File: src/hw/rtl/fir_filter_centered_core_defines.svh
// Assertion macros shared by the FIR core RTL.
// Included by modules that carry concurrent checks; no other dependencies.
`ifndef FIR_FILTER_CENTERED_CORE_DEFINES_SVH
`define FIR_FILTER_CENTERED_CORE_DEFINES_SVH

`ifndef SYNTHESIS
// Check a property on an explicit clock and reset
`define FCC_ASSERT_CLK(lbl, clk, rst, prop, msg) \
   lbl: assert property (@(posedge clk) disable iff (rst) prop) else $error(msg);
// Check a property on the module's clock and reset
`define FCC_ASSERT(lbl, prop, msg) `FCC_ASSERT_CLK(lbl, clock, reset, prop, msg)
`else
`define FCC_ASSERT_CLK(lbl, clk, rst, prop, msg)
`define FCC_ASSERT(lbl, prop, msg)
`endif

`endif

File: src/hw/rtl/fir_cen_pkg.sv
// Shared types and constants for the centered FIR core.
// No dependencies; imported by the register file, controller, datapath and top.
`default_nettype none

package fir_cen_pkg;

   // Sample and coefficient formats
   localparam int SAMPLE_W   = 16;
   localparam int COEF_W     = 16;
   localparam int COEF_NUM   = 16;
   localparam int COEF_IDX_W = 4;
   localparam int FRAC_BITS  = 15;
   localparam int TAPCNT_W   = 5;

   // Record position counter saturates here
   localparam int SEEN_W = 5;
   localparam logic [SEEN_W-1:0] SEEN_MAX = '1;

   // Saturation limits of the result
   localparam logic signed [SAMPLE_W-1:0] SAT_MAX = {1'b0, {(SAMPLE_W-1){1'b1}}};
   localparam logic signed [SAMPLE_W-1:0] SAT_MIN = {1'b1, {(SAMPLE_W-1){1'b0}}};

   // Register port geometry: 64-bit registers at 8-byte strides
   localparam int CSR_DATA_W = 64;
   localparam int CSR_ADDR_W = 6;
   localparam int CSR_IDX_W  = 3;
   localparam int COEF_REGS  = 4;

   // Register indexes
   localparam logic [CSR_IDX_W-1:0] REG_TAP_COUNT  = 3'd0;
   localparam logic [CSR_IDX_W-1:0] REG_CENTERED   = 3'd1;
   localparam logic [CSR_IDX_W-1:0] REG_COEF_0_3   = 3'd2;
   localparam logic [CSR_IDX_W-1:0] REG_COEF_4_7   = 3'd3;
   localparam logic [CSR_IDX_W-1:0] REG_COEF_8_11  = 3'd4;
   localparam logic [CSR_IDX_W-1:0] REG_COEF_12_15 = 3'd5;

   // Reset value of the first coefficient register
   localparam logic [CSR_DATA_W-1:0] COEF_0_3_RESET = 64'd32767;

   // Configuration seen by the datapath
   typedef struct packed {
      logic [TAPCNT_W-1:0]                tap_count;
      logic                               centered;
      logic [COEF_NUM-1:0][COEF_W-1:0]    coef;
   } cfg_type;

   // Controller to datapath commands
   typedef struct packed {
      logic load;          // take the request sample into the delay line
      logic shift_zero;    // shift a flush zero into the delay line
      logic acc_clear;     // start a new multiply-accumulate pass
      logic mac_issue;     // multiply one tap
      logic emit;          // load the result register
      logic clear_record;  // return delay line and position to zero
   } cmd_type;

   // Datapath to controller status
   typedef struct packed {
      logic emit_ok;    // current position gives an output
      logic last;       // current record ends with this request
      logic final_out;  // the pending output is the last of the record
      logic mac_done;   // the tap being issued is the last in use
      logic out_free;   // result register can take a new value
   } sts_type;

   typedef enum logic [2:0] {
      ST_IDLE,
      ST_DECIDE,
      ST_MAC,
      ST_DRAIN,
      ST_EMIT,
      ST_FLUSH
   } fsm_state_type;

endpackage

`default_nettype wire

File: src/hw/rtl/fir_filter_centered_core.sv
// FIR filter over sample records, causal or centered (zero-delay) mode.
// Requests: req_sample with req_end_of_record on the last sample of a record,
// valid/ready handshake. Results: rsp_filtered with rsp_final_result on the
// last output of a record, valid/ready handshake. Registers through an
// APB-style port: tap count, mode and sixteen Q1.15 coefficients.
// One multiplier serves all taps: an output passes through accept, decide,
// one tap per cycle, drain and emit; a request that gives no output passes
// through accept and decide only. A flush zero of a centered record passes
// through shift and decide, then the taps, drain and emit if it gives an output.
// A request is taken only while the sequencer is idle, which it may be even
// while a finished result still waits in the result register.
// A centered record's last request is followed by (taps in use)/2 flush zeros,
// rounded down; each record yields as many results as requests.
// If the receiver stalls, the result register holds and the sequencer waits
// before writing the next result. Reset (synchronous) clears the delay line,
// the record position and the result valid flag, and sets one tap of 32767.
// Depends on fir_cen_pkg, fir_cen_csr, fir_cen_ctrl and fir_cen_dp.
`default_nettype none

module fir_filter_centered_core
   import fir_cen_pkg::*;
#(
   parameter int MAX_TAPS = 16
) (
   input  wire logic                        clock,
   input  wire logic                        reset,
   input  wire logic                        req_valid,
   output logic                             req_ready,
   input  wire logic signed [SAMPLE_W-1:0]  req_sample,
   input  wire logic                        req_end_of_record,
   output logic                             rsp_valid,
   input  wire logic                        rsp_ready,
   output logic signed      [SAMPLE_W-1:0]  rsp_filtered,
   output logic                             rsp_final_result,
   input  wire logic                        psel,
   input  wire logic                        penable,
   input  wire logic                        pwrite,
   input  wire logic [CSR_ADDR_W-1:0]       paddr,
   input  wire logic [CSR_DATA_W-1:0]       pwdata,
   output logic      [CSR_DATA_W-1:0]       prdata,
   output logic                             pready
);

   cfg_type cfg;
   cmd_type cmd;
   sts_type sts;

   fir_cen_csr u_csr (
      .clock   (clock),
      .reset   (reset),
      .psel    (psel),
      .penable (penable),
      .pwrite  (pwrite),
      .paddr   (paddr),
      .pwdata  (pwdata),
      .prdata  (prdata),
      .pready  (pready),
      .cfg     (cfg)
   );

   fir_cen_ctrl u_ctrl (
      .clock     (clock),
      .reset     (reset),
      .req_valid (req_valid),
      .req_ready (req_ready),
      .sts       (sts),
      .cmd       (cmd)
   );

   fir_cen_dp #(
      .MAX_TAPS (MAX_TAPS)
   ) u_dp (
      .clock             (clock),
      .reset             (reset),
      .cfg               (cfg),
      .cmd               (cmd),
      .sts               (sts),
      .req_sample        (req_sample),
      .req_end_of_record (req_end_of_record),
      .rsp_valid         (rsp_valid),
      .rsp_ready         (rsp_ready),
      .rsp_filtered      (rsp_filtered),
      .rsp_final_result  (rsp_final_result)
   );

endmodule

`default_nettype wire

File: src/hw/rtl/fir_cen_csr.sv
// Configuration register file of the centered FIR core (APB-style port).
// Depends on fir_cen_pkg.
`default_nettype none

module fir_cen_csr
   import fir_cen_pkg::*;
(
   input  wire logic                  clock,
   input  wire logic                  reset,
   input  wire logic                  psel,
   input  wire logic                  penable,
   input  wire logic                  pwrite,
   input  wire logic [CSR_ADDR_W-1:0] paddr,
   input  wire logic [CSR_DATA_W-1:0] pwdata,
   output logic      [CSR_DATA_W-1:0] prdata,
   output logic                       pready,
   output cfg_type                    cfg
);

   logic [TAPCNT_W-1:0]                   tap_count_ff, tap_count_in;
   logic                                  centered_ff, centered_in;
   logic [COEF_REGS-1:0][CSR_DATA_W-1:0]  coef_ff, coef_in;
   logic [CSR_IDX_W-1:0]                  csr_idx;
   logic                                  wr_en;

   assign pready  = 1'b1;
   assign csr_idx = paddr[CSR_ADDR_W-1:CSR_ADDR_W-CSR_IDX_W];
   assign wr_en   = psel & penable & pwrite;

   // Decode writes
   always_comb begin
      tap_count_in = tap_count_ff;
      centered_in  = centered_ff;
      coef_in      = coef_ff;
      if (wr_en) begin
         unique case (csr_idx)
            REG_TAP_COUNT:  tap_count_in = pwdata[TAPCNT_W-1:0];
            REG_CENTERED:   centered_in  = pwdata[0];
            REG_COEF_0_3:   coef_in[0]   = pwdata;
            REG_COEF_4_7:   coef_in[1]   = pwdata;
            REG_COEF_8_11:  coef_in[2]   = pwdata;
            REG_COEF_12_15: coef_in[3]   = pwdata;
            default: ;
         endcase
      end
   end

   // Hold register values
   always_ff @(posedge clock) begin
      if (reset) begin
         tap_count_ff <= TAPCNT_W'(1);
         centered_ff  <= 1'b0;
         coef_ff      <= {{((COEF_REGS-1)*CSR_DATA_W){1'b0}}, COEF_0_3_RESET};
      end else begin
         tap_count_ff <= tap_count_in;
         centered_ff  <= centered_in;
         coef_ff      <= coef_in;
      end
   end

   // Read back
   always_comb begin
      unique case (csr_idx)
         REG_TAP_COUNT:  prdata = CSR_DATA_W'(tap_count_ff);
         REG_CENTERED:   prdata = CSR_DATA_W'(centered_ff);
         REG_COEF_0_3:   prdata = coef_ff[0];
         REG_COEF_4_7:   prdata = coef_ff[1];
         REG_COEF_8_11:  prdata = coef_ff[2];
         REG_COEF_12_15: prdata = coef_ff[3];
         default:        prdata = '0;
      endcase
   end

   // Coefficient k sits in register k/4, bits 16*(k%4) upward
   assign cfg.tap_count = tap_count_ff;
   assign cfg.centered  = centered_ff;
   assign cfg.coef      = coef_ff;

endmodule

`default_nettype wire

File: src/hw/rtl/fir_cen_ctrl.sv
// Sequencing state machine of the centered FIR core.
// Depends on fir_cen_pkg; drives commands into fir_cen_dp and reads its status.
`default_nettype none

module fir_cen_ctrl
   import fir_cen_pkg::*;
(
   input  wire logic    clock,
   input  wire logic    reset,
   input  wire logic    req_valid,
   output logic         req_ready,
   input  wire sts_type sts,
   output cmd_type      cmd
);

   fsm_state_type state_ff, state_in;

   // Hold state
   always_ff @(posedge clock) begin
      if (reset) begin
         state_ff <= ST_IDLE;
      end else begin
         state_ff <= state_in;
      end
   end

   // Next state and commands
   always_comb begin
      state_in  = state_ff;
      req_ready = 1'b0;
      cmd       = '0;
      unique case (state_ff)
         ST_IDLE: begin
            req_ready = 1'b1;
            if (req_valid) begin
               cmd.load = 1'b1;
               state_in = ST_DECIDE;
            end
         end
         ST_DECIDE: begin
            priority if (sts.emit_ok) begin
               cmd.acc_clear = 1'b1;
               state_in      = ST_MAC;
            end else if (sts.last) begin
               state_in = ST_FLUSH;
            end else begin
               state_in = ST_IDLE;
            end
         end
         ST_MAC: begin
            cmd.mac_issue = 1'b1;
            if (sts.mac_done) begin
               state_in = ST_DRAIN;
            end
         end
         // let the last product reach the accumulator
         ST_DRAIN: begin
            state_in = ST_EMIT;
         end
         ST_EMIT: begin
            if (sts.out_free) begin
               cmd.emit = 1'b1;
               priority if (sts.final_out) begin
                  cmd.clear_record = 1'b1;
                  state_in         = ST_IDLE;
               end else if (sts.last) begin
                  state_in = ST_FLUSH;
               end else begin
                  state_in = ST_IDLE;
               end
            end
         end
         ST_FLUSH: begin
            cmd.shift_zero = 1'b1;
            state_in       = ST_DECIDE;
         end
         default: begin
            state_in = ST_IDLE;
         end
      endcase
   end

endmodule

`default_nettype wire

File: src/hw/rtl/fir_cen_dp.sv
// Datapath of the centered FIR core: delay line, shared multiply-accumulate,
// rounding and saturation, result register. Depends on fir_cen_pkg and the defines.
`default_nettype none
`include "fir_filter_centered_core_defines.svh"

module fir_cen_dp
   import fir_cen_pkg::*;
#(
   parameter int MAX_TAPS = 16
) (
   input  wire logic                        clock,
   input  wire logic                        reset,
   input  wire cfg_type                     cfg,
   input  wire cmd_type                     cmd,
   output sts_type                          sts,
   input  wire logic signed [SAMPLE_W-1:0]  req_sample,
   input  wire logic                        req_end_of_record,
   output logic                             rsp_valid,
   input  wire logic                        rsp_ready,
   output logic signed      [SAMPLE_W-1:0]  rsp_filtered,
   output logic                             rsp_final_result
);

   localparam int TAP_W  = (MAX_TAPS > 1) ? $clog2(MAX_TAPS) : 1;
   localparam int CNT_W  = $clog2(MAX_TAPS + 1);
   localparam int PROD_W = SAMPLE_W + COEF_W;
   localparam int ACC_W  = PROD_W + TAP_W;
   localparam int POS_W  = SEEN_W + 1;
   localparam logic signed [ACC_W-1:0] ROUND_BIAS = ACC_W'(1) << (FRAC_BITS - 1);

   logic [CNT_W-1:0] taps;
   logic [TAP_W-1:0] last_tap;
   logic [TAP_W-1:0] offset;

   logic signed [SAMPLE_W-1:0] dl_ff [MAX_TAPS];
   logic signed [SAMPLE_W-1:0] dl_in [MAX_TAPS];
   logic [SEEN_W-1:0]          seen_ff, seen_in;
   logic [SEEN_W-1:0]          pos_ff, pos_in;
   logic [TAP_W-1:0]           fl_ff, fl_in;
   logic                       last_ff, last_in;
   logic [TAP_W-1:0]           k_ff, k_in;
   logic signed [PROD_W-1:0]   prod_ff, prod_in;
   logic                       prod_vld_ff, prod_vld_in;
   logic signed [ACC_W-1:0]    acc_ff, acc_in;
   logic signed [COEF_W-1:0]   coef_sel;
   logic signed [ACC_W-1:0]    rnd;
   logic signed [SAMPLE_W-1:0] sat_val;
   logic                       rsp_valid_ff, rsp_valid_in;
   logic signed [SAMPLE_W-1:0] rsp_data_ff, rsp_data_in;
   logic                       rsp_final_ff, rsp_final_in;

   // Clamp the tap count into 1..MAX_TAPS; centered mode delays by half of it
   always_comb begin
      priority if (cfg.tap_count == '0) begin
         taps = CNT_W'(1);
      end else if (cfg.tap_count > MAX_TAPS) begin
         taps = CNT_W'(MAX_TAPS);
      end else begin
         taps = CNT_W'(cfg.tap_count);
      end
   end
   assign last_tap = TAP_W'(taps - CNT_W'(1));
   assign offset   = cfg.centered ? TAP_W'(taps >> 1) : '0;

   // Shift the delay line, newest sample at entry zero
   always_comb begin
      dl_in = dl_ff;
      priority if (cmd.clear_record) begin
         for (int i = 0; i < MAX_TAPS; i++) begin
            dl_in[i] = '0;
         end
      end else if (cmd.load || cmd.shift_zero) begin
         dl_in[0] = cmd.load ? req_sample : '0;
         for (int i = 1; i < MAX_TAPS; i++) begin
            dl_in[i] = dl_ff[i-1];
         end
      end
   end

   // Track the record position, flush count and end flag
   always_comb begin
      seen_in = seen_ff;
      pos_in  = pos_ff;
      fl_in   = fl_ff;
      last_in = last_ff;
      priority if (cmd.clear_record) begin
         seen_in = '0;
      end else if (cmd.load) begin
         pos_in  = seen_ff;
         fl_in   = '0;
         last_in = req_end_of_record;
         if (seen_ff != SEEN_MAX) begin
            seen_in = seen_ff + SEEN_W'(1);
         end
      end else if (cmd.shift_zero) begin
         fl_in = fl_ff + TAP_W'(1);
      end
   end

   // Multiply one tap per cycle; the product is registered before it is accumulated
   assign coef_sel    = $signed(cfg.coef[COEF_IDX_W'(k_ff)]);
   assign prod_in     = cmd.mac_issue ? coef_sel * dl_ff[k_ff] : prod_ff;
   assign prod_vld_in = cmd.mac_issue & ~cmd.acc_clear;

   always_comb begin
      k_in   = k_ff;
      acc_in = acc_ff;
      priority if (cmd.acc_clear) begin
         k_in   = '0;
         acc_in = '0;
      end else begin
         if (cmd.mac_issue) begin
            k_in = k_ff + TAP_W'(1);
         end
         if (prod_vld_ff) begin
            acc_in = acc_ff + ACC_W'(prod_ff);
         end
      end
   end

   // Round half up, drop the fraction, saturate to the sample range
   assign rnd = acc_ff + ROUND_BIAS;
   always_comb begin
      priority if ((&rnd[ACC_W-1:FRAC_BITS+SAMPLE_W-1]) ||
                   (~|rnd[ACC_W-1:FRAC_BITS+SAMPLE_W-1])) begin
         sat_val = rnd[FRAC_BITS+SAMPLE_W-1:FRAC_BITS];
      end else if (rnd[ACC_W-1]) begin
         sat_val = SAT_MIN;
      end else begin
         sat_val = SAT_MAX;
      end
   end

   // Result register: load on emit, drop valid once taken
   always_comb begin
      rsp_valid_in = rsp_valid_ff;
      rsp_data_in  = rsp_data_ff;
      rsp_final_in = rsp_final_ff;
      priority if (cmd.emit) begin
         rsp_valid_in = 1'b1;
         rsp_data_in  = sat_val;
         rsp_final_in = sts.final_out;
      end else if (rsp_ready) begin
         rsp_valid_in = 1'b0;
      end
   end

   // Control state
   always_ff @(posedge clock) begin
      if (reset) begin
         for (int i = 0; i < MAX_TAPS; i++) begin
            dl_ff[i] <= '0;
         end
         seen_ff      <= '0;
         fl_ff        <= '0;
         last_ff      <= 1'b0;
         k_ff         <= '0;
         prod_vld_ff  <= 1'b0;
         rsp_valid_ff <= 1'b0;
      end else begin
         dl_ff        <= dl_in;
         seen_ff      <= seen_in;
         fl_ff        <= fl_in;
         last_ff      <= last_in;
         k_ff         <= k_in;
         prod_vld_ff  <= prod_vld_in;
         rsp_valid_ff <= rsp_valid_in;
      end
   end

   // Payload
   always_ff @(posedge clock) begin
      pos_ff       <= pos_in;
      prod_ff      <= prod_in;
      acc_ff       <= acc_in;
      rsp_data_ff  <= rsp_data_in;
      rsp_final_ff <= rsp_final_in;
   end

   // Status to the controller
   assign sts.emit_ok   = (POS_W'(pos_ff) + POS_W'(fl_ff)) >= POS_W'(offset);
   assign sts.last      = last_ff;
   assign sts.final_out = last_ff && (fl_ff == offset);
   assign sts.mac_done  = (k_ff == last_tap);
   assign sts.out_free  = ~rsp_valid_ff | rsp_ready;

   assign rsp_valid        = rsp_valid_ff;
   assign rsp_filtered     = rsp_data_ff;
   assign rsp_final_result = rsp_final_ff;

   `FCC_ASSERT(a_tap_in_range, cmd.mac_issue |-> (k_ff <= last_tap), "tap index past last tap")
   `FCC_ASSERT(a_flush_bound, cmd.shift_zero |-> (fl_ff < offset), "flush ran past half taps")
   `FCC_ASSERT(a_record_clear, cmd.clear_record |=> (seen_ff == '0) && (dl_ff[0] == '0), "record state not cleared")
   `FCC_ASSERT(a_emit_free, cmd.emit |-> sts.out_free, "result overwritten while stalled")

endmodule

`default_nettype wire
File: config.mk
export PLATFORM = sky130hd
export DESIGN_NAME = fir_filter_centered_core
export DESIGN_NICKNAME = d
export VERILOG_FILES = /design/src/hw/rtl/fir_cen_pkg.sv /design/src/hw/rtl/fir_filter_centered_core.sv /design/src/hw/rtl/fir_cen_csr.sv /design/src/hw/rtl/fir_cen_ctrl.sv /design/src/hw/rtl/fir_cen_dp.sv
export VERILOG_INCLUDE_DIRS = /design/src /design/src/hw/rtl
export SDC_FILE = /design/constraint.sdc
export NUM_CORES = 2
export LEC_CHECK = 0
export ABC_AREA = 1
export BUFFER_PORTS_ARGS = -buffer_cell sky130_fd_sc_hd__buf_2
export CAP_MARGIN = 20
export CORE_UTILIZATION = 55
export DETAILED_ROUTE_END_ITERATION = 7
export PLACE_DENSITY = 0.68
export SLEW_MARGIN = 30
export SYNTH_ARGS = -nofsm -noshare
export SYNTH_HDL_FRONTEND = slang
export SYNTH_SLANG_ARGS = --single-unit
File: constraint.sdc
create_clock -name clock -period 10.5 [get_ports clock]
set_input_delay 0 -clock clock [delete_from_list [all_inputs] [get_ports clock]]
set_output_delay 0 -clock clock [all_outputs]
set_load 0.01 [all_outputs]
Yosys cells after proc, flatten, opt, wreduce, memory -nomap -nowiden
Cells that the tools add are included.
Storage, ports and cells
  register bits: 627
  input port bits: 94
  output and inout port bits: 84
  logic and storage cells: 126
Cells by class
  $add $sub $neg: 7
  multipliers: 1
  order comparisons: 4
  equal/unequal tests: 16
  muxes and demuxes: 33
  bitwise gates (word level): 8
  reductions and logical operators: 23
Operators with widths (count)
  $pmux 64 s6: 1
  $bmux 16 s4: 2
  $mux 16: 6
  $add 36x16->36 const B: 1
  $add 36x32->36: 1
  $mul 16x16->32: 1
  $mux 3: 6
  $pmux 3 s6: 1
  $reduce_and 2->1: 9
  $eq 3x2->1 const B: 4
  $eq 3x3->1 const B: 4
  $mux 4: 3
  $mux 1: 10
  $mux 5: 2
  $add 4x1->4 const B: 2
  $eq 4x4->1: 2
  $add 5x4->6: 1
  $eq 3x1->1 const B: 2
  $ge 6x4->1: 1
  $logic_not 3->1: 2
  $ne 2x2->1 const B: 3
  $reduce_and 6->1: 1
  $reduce_or 6->1: 1
  $add 5x1->5 const B: 1
  other kinds (17): 25

Depth between registers and ports, before layout
  depth in word-level cells: 11
  depth in mapped cells: 33
  depth with buffers taken out: 29

By module
From an unflattened synthesis, not the netlist that was laid out.
Unflattened totals
  cell total of the unflattened synthesis: 6211
  area, all modules: 43120.1 sq um
By module, submodules not included
  fir_cen_dp: times used 1, cells an instance 4280, area each 30679.4 sq um
  fir_cen_csr: times used 1, cells an instance 1887, area each 12199.2 sq um
  fir_cen_ctrl: times used 1, cells an instance 44, area each 241.5 sq um

Worst setup path after synthesis
OpenSTA, ideal clock, no wires.
  path kind: flip-flop to flip-flop
  start: register u_dp.k_ff[0]
  end: register u_dp.prod_ff[27], data pin
  library setup time: 258 ps
  data arrival time: 6125 ps
  required time: 10242 ps
  path slack: 4116 ps
  cell stages (with the launch flop): 30
  clock period less this slack: 6384 ps
  cell sequence: dfxtp_1 -> buf_4 -> inv_4 -> buf_6 -> buf_6 -> buf_2 -> o21ai_0 -> o211ai_1 -> nand3_1 -> nand2_1 -> buf_2 -> nand2_1 -> fa_1 -> inv_1 -> fa_1 -> fa_1 -> fa_1 -> fa_1 -> inv_1 -> fa_1 -> inv_1 -> ha_1 -> nand2_1 -> nor2_1 -> inv_1 -> nor2_1 -> nand3_1 -> nand3_1 -> a21oi_1 -> xnor2_1
Between the ends
  word-level cells in the longest chain between the ends: 5
  elaborated cells between the ends (all ways): 7
Ends and longest elaborated chain
  from (decl): line fir_cen_dp.sv:41  | logic [TAP_W-1:0] k_ff, k_in;
  from (signal assigned): line fir_cen_dp.sv:165  | k_ff <= k_in;
  $not 4->5 (not written as such): line fir_cen_dp.sv:102  | assign prod_in = cmd.mac_issue ? coef_sel * dl_ff[k_ff] : prod_ff;
  $bmux 16 s4: line fir_cen_dp.sv:102
  $mux 16 (not written as such) (2 in a row): line fir_cen_dp.sv:102
  $mul 16x16->32 (*): line fir_cen_dp.sv:102
  to (signal assigned): line fir_cen_dp.sv:174  | prod_ff <= prod_in;
  to (decl): line fir_cen_dp.sv:42  | logic signed [PROD_W-1:0] prod_ff, prod_in;
Mark *: on every way between the ends. The rest lies on a longest branch, timed or not. The select of a mux whose other input is x is not followed.
A chain may end at the register's enable or synchronous reset.

Worst setup path after layout
  start: register u_dp.k_ff[1]
  end: register u_dp.prod_ff[27], data pin
The elaborated chain is that of the path after synthesis.

==> flow_summary.toml <==
[run_status]
status = "finished clean"

[placed_design]
dp.final_hpwl_um = 83180
globalplace.congestion = 0.9492
io_buffers = 173

[clocking]
htreeDepth = 3
cts_buffer_depth = 3
numCtsBuffers = 70
path_clk_slew_ns = 0.06
insertion_delay_ns = 0.63
cts_setup_buffers = 0
cts_sinks = 627
cts_tree = "yes"
root_buffer = "clkbuf_16"
cts_resized = 0

[sta]
setup_viol = 0
slew_headroom_pct = 28.71
max_freq_mhz = 118.2
tightest_slew_ns = 1.069
rsz0062_at_grt = "no"
fin_crit_sh_pct = 80.57
fin_skew_ns = 0.02646
fin_crit_ns = 8.460
slew_viol_final = 0
fin_tns_setup_ns = 0
hold_viol_final = 0

[min_path]
whs_path_depth = 4
min_from = "penable"
hold_class = "in2reg"
min_to = "u_csr.centered_ff"

[grt]
grt_pass1_wl_um = 196800
grt_usage_pct = 32.84
grt_pass1_vias = 35660
grt_busiest_layer = "met2"
grtUsageMet3_pct = 4.211
grt.met1_usage_pct = 44.42
grt_use_met2_pct = 52.57
antenna_found_initial = 5
grt_start_max_net_pins = 160
overflow = 0

[routing]
route.vias.total = 38340
ant_nets = 0
routed_wl_um = 125400
route.detailed.drc = 0
via_per_inst = 5.688
wl_per_cell_um = 18.60
drtPass1Iterations = 6
drt_iter0_drc = 3773

[floorplan]
die_w_um = 275.7
die-area_mm2 = 0.07599
num_rows = 99
initial_core_util_pct = 55.98
top_level_ports = 178
core_mm2 = 0.07358
die_y_um = 275.7

[setup_path]
rr_endpoint = "u_dp.prod_ff[27]"
cp_max_fo = 59
cp.arrival_ns = 8.82
cp.required_ns = 10.86
worstRegToRegCells = 25
reg2reg_from = "u_dp.k_ff[1]"
critPathLaunchType = "register"
path_class = "reg2reg"
ff2ff_setup_slack_ns = 2.04
cp-end-kind = "register"

[synth]
synth-seq-cells = 627
yosysTopAreaCellShare_pct = 27.85
synthArstFlopShare_pct = 0
ys.flop_type = "dfxtp_1"
avgSynthCellArea_um2 = 7.239
ys_seq_area_share_pct = 31.79
synth_common_cells = "nand2_1, inv_1, a21oi_1, dfxtp_1, o21ai_0"
syn_area_mm2 = 0.04119
synth_most_common_cell = "nand2_1"
synth_top_area_cell = "dfxtp_1"
synth_cell_types = 53
syn_nets = 6179
synth_edf_count = 54
synth_warnings = 0
postSynthCellCount = 5690
yosys-top-cells-area = "dfxtp_1, fa_1, nand2_1"

[cells_and_area]
layout.nets = 6209
drive_above_1_share_pct = 6.512
area_growth_pct = 9.972

[flow_run]
maxCapViolations = 0
==> critical path, stage by stage, from the launching register on <==
cell and delay (ns):
dfxtp_4 0.55, inv_4 0.57, buf_4 0.51, o21ai_0 0.16, o221ai_1 0.24, nand3_1 0.16, nand2_1 0.60, nand2_1 0.22
fa_1 0.59, inv_1 0.15, fa_1 0.90, fa_1 0.53, fa_1 0.50, fa_1 0.49, inv_1 0.05, fa_1 0.47
inv_1 0.04, ha_1 0.40, nand2_1 0.13, nor2_1 0.17, inv_1 0.09, nor2_1 0.13, nand3_1 0.10, nand3_1 0.16
a21oi_1 0.11, xnor2_1 0.14
==> kinds of logic (layout without fill, tap and decap cells) <==
kind of cell	Yosys count	count (layout)	share of synthesized area, %
flops	627	627	31.79
simple gates	2103	2103	20.52
mux	2	2	0.04860
xor+xnor	72	72	1.531
compound gates	1404	1404	18.57
fa+ha+maj	395	395	16.81
other cells	1	9	0.009104
buf+inv	1086	1170	10.73
==> layout by cell type, fill, tap and decap left out, types with 47 or more instances in the layout <==
cell           instances
xor2_1                47
nand3_1              250
inv_1                720
ha_1                 131
a21oi_1              627
dlygate4sd3_1         95
clkbuf_16             71
o21ai_0              565
nor2_1               540
o221ai_1              71
buf_2                173
edfxtp_1              54
fa_1                 264
a22oi_1               64
dfxtp_1              569
nand2_1             1224
==> worst max path at each step <==
stage,from,end,slack (ns),cells after the start
5_1_grt,u_dp.k_ff[0],u_dp.prod_ff[23],1.45,28
2_1_floorplan,u_dp.k_ff[0],u_dp.prod_ff[27],4.12,29
3_5_place_dp,u_dp.k_ff[1],u_dp.prod_ff[27],2.11,25
6_report,u_dp.k_ff[1],u_dp.prod_ff[27],2.04,25
3_3_place_gp,u_dp.k_ff[0],u_dp.prod_ff[23],2.20,28
4_1_cts,u_dp.k_ff[1],u_dp.prod_ff[27],2.08,25
==> repair_timing <==
action,in CTS,in global routing
setup endpoints to repair,0,0
hold buffers,95,0
endpoints found under the hold margin,291,0
==> cell type report <==
type,instances,area [um2]
fillers,6863,28280
multi-input cells,3977,23730
flip-flops and latches,627,13100
inverters,742,2806
repair buffers,302,2087
clock buffers,92,1946
well taps,959,1200
clock inverters,34,402.9
diodes,8,20.02
==> metal layers <==
layer	vias to the layer above	part of all wire (%)
met4	4	4.6
met5	-	0.019
met3	293	7.7
met1	18160	42
li1	18420	-
met2	1466	45
==> sequential cells by signal, summed over array words and instances (netlist names) <==
register,count
u_csr.cfg,256
u_dp.dl_ff,256
u_dp.acc_ff,36
u_dp.prod_ff,32
u_dp.rsp_filtered,16
u_csr.tap_count_ff,5
u_dp.pos_ff,5
u_dp.seen_ff,5
u_dp.fl_ff,4
u_dp.k_ff,4
u_ctrl.state_ff,3
u_csr.centered_ff,1
u_dp.last_ff,1
u_dp.prod_vld_ff,1
u_dp.rsp_final_result,1
u_dp.rsp_valid,1
==> stage by stage <==
step           cell area (um2)  instances  hold WS (ns)  setup WS [ns]  util [%]
3_3_place_gp             41960       6512        0.2575          2.204     57.03
3_5_place_dp             41970       6512        0.2595          2.107     57.04
2_1_floorplan            41190       5690        0.1132          4.116         -
5_1_grt                  45280       6735       0.05100          1.454     61.54
6_report                 45300       6741       0.03215          2.040     61.57
4_1_cts                  45270       6733      0.002149          2.081     61.52
Power is not shown: default switching activity piles up to over one toggle a cycle in this logic, so the estimate is an artifact.
